**src/sv/acs_pkg.sv**
```systemverilog
// ----------------------------------------------------------------------------
// acs_pkg
// Shared codes, widths, control structs and the kind-pair lookup for the
// collider table.
// ----------------------------------------------------------------------------
`timescale 1ns / 1ps

package acs_pkg;

   // Command codes
   localparam logic [1:0] CMD_ADD    = 2'd0;
   localparam logic [1:0] CMD_REMOVE = 2'd1;
   localparam logic [1:0] CMD_SWEEP  = 2'd2;

   // Result status codes
   localparam logic [1:0] ST_ADDED   = 2'd0;
   localparam logic [1:0] ST_FULL    = 2'd1;
   localparam logic [1:0] ST_REMOVED = 2'd2;
   localparam logic [1:0] ST_SWEEP   = 2'd3;

   // Field widths
   localparam int CMD_W   = 2;
   localparam int SLOT_W  = 4;
   localparam int COORD_W = 16;
   localparam int SIZE_W  = 15;
   localparam int KIND_W  = 3;
   localparam int MASK_W  = 16;
   localparam int PAIR_W  = 25;

   // Internal edge width: holds an extended coordinate plus a size
   localparam int EDGE_W  = 18;

   localparam logic [KIND_W-1:0] KIND_MAX      = 3'd4;
   localparam logic [PAIR_W-1:0] PAIR_EN_RESET = 25'd2166660;

   // Controller to datapath commands
   typedef struct packed {
      logic load_req;
      logic do_add;
      logic do_remove;
      logic load_row;
   } acs_cmd_type;

   // Datapath to controller status
   typedef struct packed {
      logic row_end;
   } acs_stat_type;

   // Look up whether kind r may be notified about kind c
   function automatic logic pair_bit(logic [PAIR_W-1:0] m,
                                     logic [KIND_W-1:0] r,
                                     logic [KIND_W-1:0] c);
      logic [4:0] idx;
      logic       hit;
      idx = 5'({2'b00, r} * 5'd5 + {2'b00, c});
      if ((r > KIND_MAX) || (c > KIND_MAX)) begin
         hit = 1'b0;
      end else begin
         hit = m[idx];
      end
      return hit;
   endfunction

endpackage

```
**src/sv/acs_ctrl.sv**
```systemverilog
// ----------------------------------------------------------------------------
// acs_ctrl
// Command sequencer: takes a request, steps the datapath through an add,
// a remove or a row-by-row sweep, and drives busy.
// ----------------------------------------------------------------------------
`timescale 1ns / 1ps

module acs_ctrl (
   input  logic                       clock,
   input  logic                       reset,
   input  logic                       start,
   input  logic [acs_pkg::CMD_W-1:0]  req_cmd,
   input  acs_pkg::acs_stat_type      stat,
   output acs_pkg::acs_cmd_type       cmd,
   output logic                       busy
);

   typedef enum logic [1:0] {
      S_IDLE,
      S_ADD,
      S_REMOVE,
      S_SWEEP
   } state_type;

   state_type state_ff, state_in;
   logic      busy_ff, busy_in;

   // Decode next state
   always_comb begin
      state_in = state_ff;
      case (state_ff)
         S_IDLE: begin
            if (start) begin
               case (req_cmd)
                  acs_pkg::CMD_ADD:    state_in = S_ADD;
                  acs_pkg::CMD_REMOVE: state_in = S_REMOVE;
                  acs_pkg::CMD_SWEEP:  state_in = S_SWEEP;
                  default:             state_in = S_IDLE;
               endcase
            end
         end
         S_ADD:    state_in = S_IDLE;
         S_REMOVE: state_in = S_IDLE;
         S_SWEEP: begin
            if (stat.row_end) begin
               state_in = S_IDLE;
            end
         end
         default:  state_in = S_IDLE;
      endcase
      busy_in = (state_in != S_IDLE);
   end

   // Hold state and busy
   always_ff @(posedge clock) begin
      if (reset) begin
         state_ff <= S_IDLE;
         busy_ff  <= 1'b0;
      end else begin
         state_ff <= state_in;
         busy_ff  <= busy_in;
      end
   end

   // Drive datapath commands
   always_comb begin
      cmd.load_req  = (state_ff == S_IDLE) && start;
      cmd.do_add    = (state_ff == S_ADD);
      cmd.do_remove = (state_ff == S_REMOVE);
      cmd.load_row  = (state_ff == S_SWEEP);
   end

   assign busy = busy_ff;

endmodule

```
**src/sv/acs_dpath.sv**
```systemverilog
// ----------------------------------------------------------------------------
// acs_dpath
// Collider table, request latch, sweep row register with one comparator
// lane per slot, enable register and result registers.
// ----------------------------------------------------------------------------
`timescale 1ns / 1ps

module acs_dpath #(
   parameter int SLOTS      = 16,
   parameter int COORD_BITS = 16
) (
   input  logic                              clock,
   input  logic                              reset,
   input  acs_pkg::acs_cmd_type              cmd,
   output acs_pkg::acs_stat_type             stat,
   input  logic [acs_pkg::SLOT_W-1:0]        req_target_slot,
   input  logic signed [acs_pkg::COORD_W-1:0] req_left_x,
   input  logic signed [acs_pkg::COORD_W-1:0] req_top_y,
   input  logic [acs_pkg::SIZE_W-1:0]        req_width,
   input  logic [acs_pkg::SIZE_W-1:0]        req_height,
   input  logic [acs_pkg::KIND_W-1:0]        req_kind,
   input  logic                              req_wants_notify,
   input  logic                              csr_write_en,
   input  logic [acs_pkg::PAIR_W-1:0]        csr_write_data,
   output logic                              rsp_strobe,
   output logic [1:0]                        rsp_status,
   output logic [acs_pkg::SLOT_W-1:0]        rsp_slot_index,
   output logic [acs_pkg::MASK_W-1:0]        rsp_hit_mask,
   output logic                              rsp_last
);

   localparam int SW = $clog2(SLOTS);
   localparam int EW = acs_pkg::EDGE_W;
   localparam int CB = (COORD_BITS > 16) ? 16 : COORD_BITS;

   // Extend a request coordinate from its low COORD_BITS bits, capped at 16
   function automatic logic signed [EW-1:0] ext_coord(logic [acs_pkg::COORD_W-1:0] v);
      logic [EW-1:0] vz;
      logic [EW-1:0] r;
      vz = {{(EW-acs_pkg::COORD_W){1'b0}}, v};
      for (int b = 0; b < EW; b++) begin
         r[b] = (b < CB) ? vz[b] : ((COORD_BITS > 16) ? 1'b0 : vz[CB-1]);
      end
      return $signed(r);
   endfunction

   // Request latch
   logic [acs_pkg::SLOT_W-1:0]  req_slot_ff;
   logic [acs_pkg::COORD_W-1:0] req_x_ff, req_y_ff;
   logic [acs_pkg::SIZE_W-1:0]  req_w_ff, req_h_ff;
   logic [acs_pkg::KIND_W-1:0]  req_kind_ff;
   logic                        req_notify_ff;

   // Table
   logic [SLOTS-1:0]             valid_ff, valid_in;
   logic signed [EW-1:0]         ent_x_ff [SLOTS];
   logic signed [EW-1:0]         ent_r_ff [SLOTS];
   logic signed [EW-1:0]         ent_y_ff [SLOTS];
   logic signed [EW-1:0]         ent_b_ff [SLOTS];
   logic [acs_pkg::KIND_W-1:0]   ent_kind_ff [SLOTS];
   logic [SLOTS-1:0]             ent_notify_ff;

   logic [acs_pkg::PAIR_W-1:0]   pair_en_ff;

   // Add path
   logic [SW-1:0]                free_idx;
   logic                         full;
   logic signed [EW-1:0]         new_x_in, new_r_in, new_y_in, new_b_in;

   // Remove path
   logic                         rm_in_range;
   logic [SW+acs_pkg::SLOT_W-1:0] rm_wide;
   logic [SW-1:0]                rm_idx;

   // Sweep row
   logic [SW-1:0]                row_cnt_ff, row_cnt_in;
   logic                         row_vld_ff;
   logic                         row_last_ff;
   logic [SW-1:0]                row_idx_ff;
   logic                         row_act_ff;
   logic [acs_pkg::KIND_W-1:0]   row_kind_ff;
   logic signed [EW-1:0]         row_x_ff, row_r_ff, row_y_ff, row_b_ff;
   logic [SLOTS-1:0]             mask_in;

   // Result registers
   logic                         rsp_strobe_ff, rsp_strobe_in;
   logic [1:0]                   rsp_status_ff, rsp_status_in;
   logic [acs_pkg::SLOT_W-1:0]   rsp_slot_ff, rsp_slot_in;
   logic [acs_pkg::MASK_W-1:0]   rsp_mask_ff, rsp_mask_in;
   logic                         rsp_last_ff, rsp_last_in;
   logic [SW+acs_pkg::SLOT_W-1:0] slot_wide;
   logic [SLOTS+acs_pkg::MASK_W-1:0] mask_wide;

   // Latch the request on transfer
   always_ff @(posedge clock) begin
      if (cmd.load_req) begin
         req_slot_ff   <= req_target_slot;
         req_x_ff      <= req_left_x;
         req_y_ff      <= req_top_y;
         req_w_ff      <= req_width;
         req_h_ff      <= req_height;
         req_kind_ff   <= req_kind;
         req_notify_ff <= req_wants_notify;
      end
   end

   // Find the lowest free slot
   always_comb begin
      free_idx = '0;
      for (int i = SLOTS - 1; i >= 0; i--) begin
         if (!valid_ff[i]) begin
            free_idx = SW'(i);
         end
      end
      full = &valid_ff;
   end

   // Form the edges of a new entry
   always_comb begin
      new_x_in = ext_coord(req_x_ff);
      new_y_in = ext_coord(req_y_ff);
      new_r_in = new_x_in + $signed({{(EW-acs_pkg::SIZE_W){1'b0}}, req_w_ff});
      new_b_in = new_y_in + $signed({{(EW-acs_pkg::SIZE_W){1'b0}}, req_h_ff});
   end

   // Map the remove target onto a slot index
   always_comb begin
      rm_in_range = ({{(SW+1){1'b0}}, req_slot_ff} < (SW + acs_pkg::SLOT_W + 1)'(SLOTS));
      rm_wide     = {{SW{1'b0}}, req_slot_ff};
      rm_idx      = rm_wide[SW-1:0];
   end

   // Update valid bits
   always_comb begin
      valid_in = valid_ff;
      if (cmd.do_add && !full) begin
         valid_in[free_idx] = 1'b1;
      end
      if (cmd.do_remove && rm_in_range) begin
         valid_in[rm_idx] = 1'b0;
      end
   end

   always_ff @(posedge clock) begin
      if (reset) begin
         valid_ff <= '0;
      end else begin
         valid_ff <= valid_in;
      end
   end

   // Write entry payload on add
   always_ff @(posedge clock) begin
      if (cmd.do_add && !full) begin
         ent_x_ff[free_idx]      <= new_x_in;
         ent_r_ff[free_idx]      <= new_r_in;
         ent_y_ff[free_idx]      <= new_y_in;
         ent_b_ff[free_idx]      <= new_b_in;
         ent_kind_ff[free_idx]   <= req_kind_ff;
         ent_notify_ff[free_idx] <= req_notify_ff;
      end
   end

   // Hold the kind-pair enable register
   always_ff @(posedge clock) begin
      if (reset) begin
         pair_en_ff <= acs_pkg::PAIR_EN_RESET;
      end else if (csr_write_en) begin
         pair_en_ff <= csr_write_data;
      end
   end

   // Advance the sweep row counter
   always_comb begin
      row_cnt_in = row_cnt_ff;
      if (cmd.load_req) begin
         row_cnt_in = '0;
      end else if (cmd.load_row) begin
         row_cnt_in = row_cnt_ff + SW'(1);
      end
      stat.row_end = (row_cnt_ff == SW'(SLOTS - 1));
   end

   always_ff @(posedge clock) begin
      if (reset) begin
         row_cnt_ff <= '0;
         row_vld_ff <= 1'b0;
      end else begin
         row_cnt_ff <= row_cnt_in;
         row_vld_ff <= cmd.load_row;
      end
   end

   // Load the current row into the compare register
   always_ff @(posedge clock) begin
      if (cmd.load_row) begin
         row_last_ff <= stat.row_end;
         row_idx_ff  <= row_cnt_ff;
         row_act_ff  <= valid_ff[row_cnt_ff] && ent_notify_ff[row_cnt_ff];
         row_kind_ff <= ent_kind_ff[row_cnt_ff];
         row_x_ff    <= ent_x_ff[row_cnt_ff];
         row_r_ff    <= ent_r_ff[row_cnt_ff];
         row_y_ff    <= ent_y_ff[row_cnt_ff];
         row_b_ff    <= ent_b_ff[row_cnt_ff];
      end
   end

   // Compare the row against every slot, one lane per slot
   for (genvar j = 0; j < SLOTS; j++) begin : g_lane
      assign mask_in[j] = row_act_ff && valid_ff[j] && (row_idx_ff != SW'(j))
                       && acs_pkg::pair_bit(pair_en_ff, row_kind_ff, ent_kind_ff[j])
                       && (row_x_ff < ent_r_ff[j]) && (row_r_ff > ent_x_ff[j])
                       && (row_y_ff < ent_b_ff[j]) && (row_b_ff > ent_y_ff[j]);
   end

   // Select the next result
   always_comb begin
      rsp_strobe_in = 1'b0;
      rsp_status_in = acs_pkg::ST_ADDED;
      rsp_mask_in   = '0;
      rsp_last_in   = 1'b1;
      slot_wide     = '0;
      mask_wide     = {{acs_pkg::MASK_W{1'b0}}, mask_in};
      if (cmd.do_add) begin
         rsp_strobe_in = 1'b1;
         if (full) begin
            rsp_status_in = acs_pkg::ST_FULL;
         end else begin
            rsp_status_in = acs_pkg::ST_ADDED;
            slot_wide     = {{acs_pkg::SLOT_W{1'b0}}, free_idx};
         end
      end else if (cmd.do_remove) begin
         rsp_strobe_in = 1'b1;
         rsp_status_in = acs_pkg::ST_REMOVED;
         slot_wide     = {{SW{1'b0}}, req_slot_ff};
      end else if (row_vld_ff) begin
         rsp_strobe_in = 1'b1;
         rsp_status_in = acs_pkg::ST_SWEEP;
         slot_wide     = {{acs_pkg::SLOT_W{1'b0}}, row_idx_ff};
         rsp_mask_in   = mask_wide[acs_pkg::MASK_W-1:0];
         rsp_last_in   = row_last_ff;
      end
      rsp_slot_in = slot_wide[acs_pkg::SLOT_W-1:0];
   end

   // Register the result and its strobe
   always_ff @(posedge clock) begin
      if (reset) begin
         rsp_strobe_ff <= 1'b0;
      end else begin
         rsp_strobe_ff <= rsp_strobe_in;
      end
      rsp_status_ff <= rsp_status_in;
      rsp_slot_ff   <= rsp_slot_in;
      rsp_mask_ff   <= rsp_mask_in;
      rsp_last_ff   <= rsp_last_in;
   end

   assign rsp_strobe     = rsp_strobe_ff;
   assign rsp_status     = rsp_status_ff;
   assign rsp_slot_index = rsp_slot_ff;
   assign rsp_hit_mask   = rsp_mask_ff;
   assign rsp_last       = rsp_last_ff;

endmodule

```
**src/sv/aabb_collider_table_sweep.sv**
```systemverilog
// ----------------------------------------------------------------------------
// aabb_collider_table_sweep: rectangle collider table with all-pairs sweep
// Add and remove: the request is latched and the add or remove state updates
// the table and registers the result. Sweep: one row per cycle from the row
// counter. New requests are taken only in idle. Sync reset clears the table.
// Results cannot be stalled: each one is strobed for a single cycle.
// ----------------------------------------------------------------------------
`timescale 1ns / 1ps

module aabb_collider_table_sweep #(
   parameter int SLOTS      = 16,
   parameter int COORD_BITS = 16
) (
   input  logic                               clock,
   input  logic                               reset,
   input  logic                               start,
   output logic                               busy,
   input  logic [acs_pkg::CMD_W-1:0]          req_cmd,
   input  logic [acs_pkg::SLOT_W-1:0]         req_target_slot,
   input  logic signed [acs_pkg::COORD_W-1:0] req_left_x,
   input  logic signed [acs_pkg::COORD_W-1:0] req_top_y,
   input  logic [acs_pkg::SIZE_W-1:0]         req_width,
   input  logic [acs_pkg::SIZE_W-1:0]         req_height,
   input  logic [acs_pkg::KIND_W-1:0]         req_kind,
   input  logic                               req_wants_notify,
   input  logic                               csr_write_en,
   input  logic [acs_pkg::PAIR_W-1:0]         csr_write_data,
   output logic                               rsp_strobe,
   output logic [1:0]                         rsp_status,
   output logic [acs_pkg::SLOT_W-1:0]         rsp_slot_index,
   output logic [acs_pkg::MASK_W-1:0]         rsp_hit_mask,
   output logic                               rsp_last
);

   acs_pkg::acs_cmd_type  cmd;
   acs_pkg::acs_stat_type stat;

   // Sequencer
   acs_ctrl u_ctrl (
      .clock   (clock),
      .reset   (reset),
      .start   (start),
      .req_cmd (req_cmd),
      .stat    (stat),
      .cmd     (cmd),
      .busy    (busy)
   );

   // Table and compare lanes
   acs_dpath #(
      .SLOTS      (SLOTS),
      .COORD_BITS (COORD_BITS)
   ) u_dpath (
      .clock            (clock),
      .reset            (reset),
      .cmd              (cmd),
      .stat             (stat),
      .req_target_slot  (req_target_slot),
      .req_left_x       (req_left_x),
      .req_top_y        (req_top_y),
      .req_width        (req_width),
      .req_height       (req_height),
      .req_kind         (req_kind),
      .req_wants_notify (req_wants_notify),
      .csr_write_en     (csr_write_en),
      .csr_write_data   (csr_write_data),
      .rsp_strobe       (rsp_strobe),
      .rsp_status       (rsp_status),
      .rsp_slot_index   (rsp_slot_index),
      .rsp_hit_mask     (rsp_hit_mask),
      .rsp_last         (rsp_last)
   );

endmodule

```
**config.mk**
```make
export PLATFORM = sky130hd
export DESIGN_NAME = aabb_collider_table_sweep
export DESIGN_NICKNAME = d
export VERILOG_FILES = /design/src/sv/acs_pkg.sv /design/src/sv/acs_ctrl.sv /design/src/sv/acs_dpath.sv /design/src/sv/aabb_collider_table_sweep.sv
export SDC_FILE = /design/constraint.sdc
export NUM_CORES = 2
export LEC_CHECK = 0
export BUFFER_PORTS_ARGS = -buffer_cell sky130_fd_sc_hd__buf_2
export CAP_MARGIN = 20
export CORE_MARGIN = 3
export CORE_UTILIZATION = 40
export CTS_CLUSTER_DIAMETER = 200
export CTS_CLUSTER_SIZE = 25
export DETAILED_ROUTE_END_ITERATION = 10
export PLACE_DENSITY_LB_ADDON = 0.15
export SETUP_SLACK_MARGIN = 0.2
export SLEW_MARGIN = 20
export SYNTH_ARGS = -nofsm -noshare
export SYNTH_HDL_FRONTEND = slang
export SYNTH_SLANG_ARGS = --single-unit
```
**constraint.sdc**
```tcl
create_clock -name clock -period 11.5 [get_ports clock]
set_input_delay 1.725 -clock clock [delete_from_list [all_inputs] [get_ports clock]]
set_output_delay 1.725 -clock clock [all_outputs]
set_load 0.01 [all_outputs]
```
# == Word-level counts from Yosys, hierarchy flattened ==
# Memories as Yosys holds them, arrays and structs flattened. A register that Yosys moved wholly into a read port is not among the register bits.
# Index checks and enable logic that the tools add are counted.
# totals
mem_count,5
elab_cells,408
ramBits,1200
regBits,165
inputBits,101
# classes
n_mux,92
n_eq_ne,21
n_reduce_logical,142
n_mul,1
n_bitwise,4
magnitude_cmp,102
addsub,19
# mem_list
name,words,word_bits,rd,rd_clocked_by_memory_dff,write_ports,line_no,source
u_dpath.ent_b_ff,16,18,17,1,1,acs_dpath.sv:59,logic signed [EW-1:0] ent_b_ff [SLOTS];
u_dpath.ent_r_ff,16,18,17,1,1,acs_dpath.sv:57,logic signed [EW-1:0] ent_r_ff [SLOTS];
u_dpath.ent_x_ff,16,18,17,1,1,acs_dpath.sv:56,logic signed [EW-1:0] ent_x_ff [SLOTS];
u_dpath.ent_y_ff,16,18,17,1,1,acs_dpath.sv:58,logic signed [EW-1:0] ent_y_ff [SLOTS];
u_dpath.ent_kind_ff,16,3,17,1,1,acs_dpath.sv:60,logic [acs_pkg::KIND_W-1:0] ent_kind_ff [SLOTS];
# op_table
operator,count
$gt A18 B18 Y1,32
$lt A18 B18 Y1,32
$logic_and A1 B1 Y1,117
$lt A5 B6 Y1 const B,16
$add A5 B3 Y5,16
$bmux W1 S5,16
$mux W4,20
$gt A3 B3 Y1 const B,17
$mux W1,42
$add A16 B16 Y17,2
$mux W16,2
$ne A4 B4 Y1 const B,8
$and A16 B16 Y16,1
$bwmux W16,1
$logic_or A1 B1 Y1,16
$ne A4 B3 Y1 const B,4
$not A16 Y16,1
$or A16 B16 Y16,1
$reduce_and A16 Y1,1
$lt A4 B5 Y1 const B,3
$pmux W2 S3,2
$mux W2,5
$bmux W1 S4,2
$demux W1 S4,2
other kinds (15),22

# == Longest topological paths before layout ==
# logic_depth
depth_word,24
mapped_depth,11
ltp_nobuf,11

# == Cells and area by module ==
# From an unflattened synthesis, not the netlist that was laid out.
# hier_totals
cells_unflattened,6425
hier_area_um2,82507.9
# modules_own_cells
module,instances,cells_per_inst,area_per_inst_um2
acs_dpath,1,6405,82313.9
acs_ctrl,1,20,193.9

# == Worst setup path after synthesis ==
# OpenSTA, ideal clock, no wires.
# synth_timing
path_type,input port to flip-flop
startpoint,in start
endpoint,reg u_dpath.row_cnt_ff[0]
required_ns,11.376
t_arrival_ns,7.659
path_stages,3
setup_time_ns,0.124
path_slack_ns,3.717
cell_sequence,nor3b_1 > or2_2 > nor2_1
# synth_via
elab_chain_cells,2
# synth_rtl
item,line_no,source
start: declaration,aabb_collider_table_sweep.sv:16,"input logic start,"
$logic_and A1 B1 Y1,acs_ctrl.sv:67,cmd.load_req = (state_ff == S_IDLE) && start;
$reduce_or A2 Y1 (no source line),n/a,
end signal: assignment,acs_dpath.sv:189,row_cnt_ff <= row_cnt_in;
end: declaration,acs_dpath.sv:76,"logic [SW-1:0] row_cnt_ff, row_cnt_in;"
# Every way passes these cells.
# A chain may end at the register's enable or synchronous reset.

# == Worst setup path in the final report ==
# layout_timing
startpoint,reg u_dpath.valid_ff[13]
endpoint,"mem u_dpath.ent_b_ff[11][3] in the netlist's numbering, enable pin"
# layout_via
elab_chain_cells,14
elab_cells_between_ends,19
cone_classes,16 x mux; 3 x reduce/logical
# layout_rtl
item,line_no,source
start: declaration,acs_dpath.sv:55,"logic [SLOTS-1:0] valid_ff, valid_in;"
start signal: assignment,acs_dpath.sv:148,valid_ff <= valid_in;
$mux W4 (14 in series),acs_dpath.sv:111,if (!valid_ff[i]) begin
end: declaration,acs_dpath.sv:59,
# Parallel ways exist; a longest one is shown, timed or not.

==> out/qor.yml <==
period_needed_ps: 4560
start_kind: "flip-flop"
antenna_found_initial: 34
synth-seq-cells: 1338
status: "finished, final reports clean"
clock-sinks: 1338
maxSlewHeadroom_pct: 15.0
worstPathRequired_ps: 11910
async_flop_share_pct: 0
post_cts_buffers: 0
hold_violations: 0
slowest_delay_ps: 820
die_w_um: 460
drv_slew: 0
dpl-instance-area_sq_um: 87400
fin_setup_tns_ps: 0
root_buffer: "clkbuf_16"
synth_area_sq_um: 82600
yosysSeqAreaShare_pct: 47.8
synth_fp_nets: 7703
worstMarginPinSlew_ps: 1240
ir_drop_v: 0.000137
crit_slowest_cell: "buf_4"
vias: 57000
grt_setup_unrepaired: "no"
ys_warn_count: 0
cts.path.max_buffers: 3
synthFlopType: "edfxtp_1"
synth_top_area_share_pct: 46.0
cap_viol_max_count: 0
fmax_ghz: 0.219
grt_pass1_wl_um: 429000
ant_nets: 0
synthCells: 6444
area.growth.synth_to_final_pct: 8.10
h-tree-depth: 2
nets: 7899
leakage_nw: 36.6
regArea_sq_um: 39500
post_cts_resized: 0
drt_iter0_markers: 7174
holdBufCountCts: 0
setup_viol: 0
final_area_sq_um: 89300
dp_slack_ps: 7080
setup_slack_ps: 6940
dr.pass1.iters: 5
multiInputGateArea_sq_um: 38600
drc_errors: 0
cts_tree: "done"
skew_ps: 47.4
post-route-period-util_pct: 39.6
drive_gt1_share_pct: 13.1
synth_edf_count: 1265
total_power_mw: 8.84
grt_pass1_vias: 55700
crit_arrival_ps: 4970
whs_ps: 511
grt-ovfl-total: 0
hp-class: "flip-flop to flip-flop"
avgSynthCellArea_sq_um: 12.8
fill_cells: 18600
wl_per_cell_um: 32.6
netlist-cell-type-count: 74
synth_top_cell_by_area: "edfxtp_1"
start_util_pct: 40.3
dieArea_sq_um: 212000
port_buffers: 125
dp_hpwl_um: 228000
gp_congestion: 0.964
worst-setup-path-type: "flip-flop to flip-flop"
grt_max_degree: 132
crit_path_frequent_cell: "buf_4"
die_h_um: 460
worstPathCellList: "a31oi_1, o211ai_1, a31o_2, nor2b_1, nand3_1, nor2_4, buf_4, buf_4"
grt_use_total_pct: 28.5
p_per_area_nw_per_um2: 99.0
clkLatencyLatePin_ps: 820
r2r_setup_slack_ps: 6940
io_pins: 126
rows: 166
synth_area_leaders: "edfxtp_1 (46%), ha_1 (17%), mux4_2 (12%)"
critPathMaxFanout: 42
via_per_inst: 6.07
cts_buffers: 59
routed_wl_um: 306000
core_area_sq_um: 205000
clkSlewWorstSetupHoldPaths_ps: 120
cp-end-kind: "flip-flop"
==> power by group <==
part | switching, mW | total [mW] | internal, mW | leakage (nW)
Clock | 1.67 | 2.67 | 0.997 | 0.822
Sequential | 0.0759 | 5.56 | 5.49 | 12.0
Combinational | 0.403 | 0.603 | 0.200 | 23.7
==> placed cells by master (no fill, tap or decap), drive strengths merged, types with 33 or more instances in the layout <==
cell     count
nor4        43
nor3        65
dfxtp       73
ha        1140
nor2       223
nand4      140
a21oi      344
o211ai      33
nand3       94
nor2b      103
a2111oi     41
xnor2       47
nand2      175
nand2b      58
inv       1081
buf        301
mux4       444
clkbuf     106
edfxtp    1265
a211oi      48
mux2i       66
o21a        51
a21o       227
o21ai      201
==> worst max-delay path, delay by kind of cell (launching register included) <==
kind,cells,cell delay [ps]
and+or+nand+nor,3,1660
buffers and inverters,2,1310
DFF,1,490
AOI/OAI and AO/OA,3,590
==> layer usage <==
layer,part of all wire [%],GRT usage [%],up-vias
met5,0.025,0,-
met4,3.2,8.07,14
met3,8.5,4.76,325
met2,44,43.9,2611
met1,44,41.6,29300
li1,-,-,24700
==> cell families after synthesis <==
kind of cell / share of synthesized area, %
adders and majority gates: 17.7
AOI/OAI and AO/OA: 8.83
muxes: 13.1
xor gates and xnor gates: 0.808
and+or+nand+nor: 6.06
buffers and inverters: 5.72
DFF: 47.8
==> synthesized netlist by cell type, drive strengths merged (48+ instances only) <==
cell    number
edfxtp    1265
ha        1140
inv       1080
mux4       444
a21oi      344
a21o       227
nor2       223
o21ai      201
nand2      175
nand4      140
nor2b      103
clkbuf     102
nand3       94
dfxtp       73
mux2i       66
nor3        65
buf         64
nand2b      58
o21a        51
a211oi      48
==> final timing paths <==
path                     startpoint                      end  depth (start not counted)
max            u_dpath.valid_ff[13]  u_dpath.ent_b_ff[11][3]                          8
min          u_dpath.pair_en_ff[22]   u_dpath.pair_en_ff[22]                          2
max reg2reg    u_dpath.valid_ff[13]  u_dpath.ent_b_ff[11][3]                          8
min reg2reg  u_dpath.pair_en_ff[22]   u_dpath.pair_en_ff[22]                          2
==> state kept, by name (all words and copies together) (netlist names), 4 cells and up <==
register and cells:
u_dpath.req_w_ff 15, u_dpath.ent_r_ff 272, u_dpath.req_x_ff 16, u_dpath.pair_en_ff 25, u_dpath.row_r_ff 17, u_dpath.ent_y_ff 256
u_dpath.ent_kind_ff 48, u_dpath.req_h_ff 15, u_dpath.req_slot_ff 4, u_dpath.valid_ff 16, u_dpath.row_b_ff 17, u_dpath.row_cnt_ff 4
u_dpath.ent_x_ff 256, u_dpath.row_x_ff 16, u_dpath.rsp_hit_mask 16, u_dpath.ent_notify_ff 16, u_dpath.row_idx_ff 4, u_dpath.ent_b_ff 272
u_dpath.row_y_ff 16, u_dpath.req_y_ff 16, u_dpath.rsp_slot_index 4
==> area by class of cell <==
type / instances / area share (%)
inverters: 1080 / 4.54
diodes: 10 / 0.0280
flip-flops and latches: 1338 / 44.2
multi-input cells: 3860 / 43.3
well taps: 2688 / 3.77
repair buffers: 301 / 2.21
clock inverters: 4 / 0.108
clock buffers: 106 / 1.85
==> metrics by stage <==
| step | instances | util, % |
|---|---|---|
| after floorplan | 6444 | - |
| after global placement | 9264 | 42.6 |
| after detailed placement | 9267 | 42.7 |
| after CTS | 9377 | 43.5 |
| after global routing | 9379 | 43.5 |
| final | 9387 | 43.5 |
Note: power is estimated with default switching activity, not from simulation.
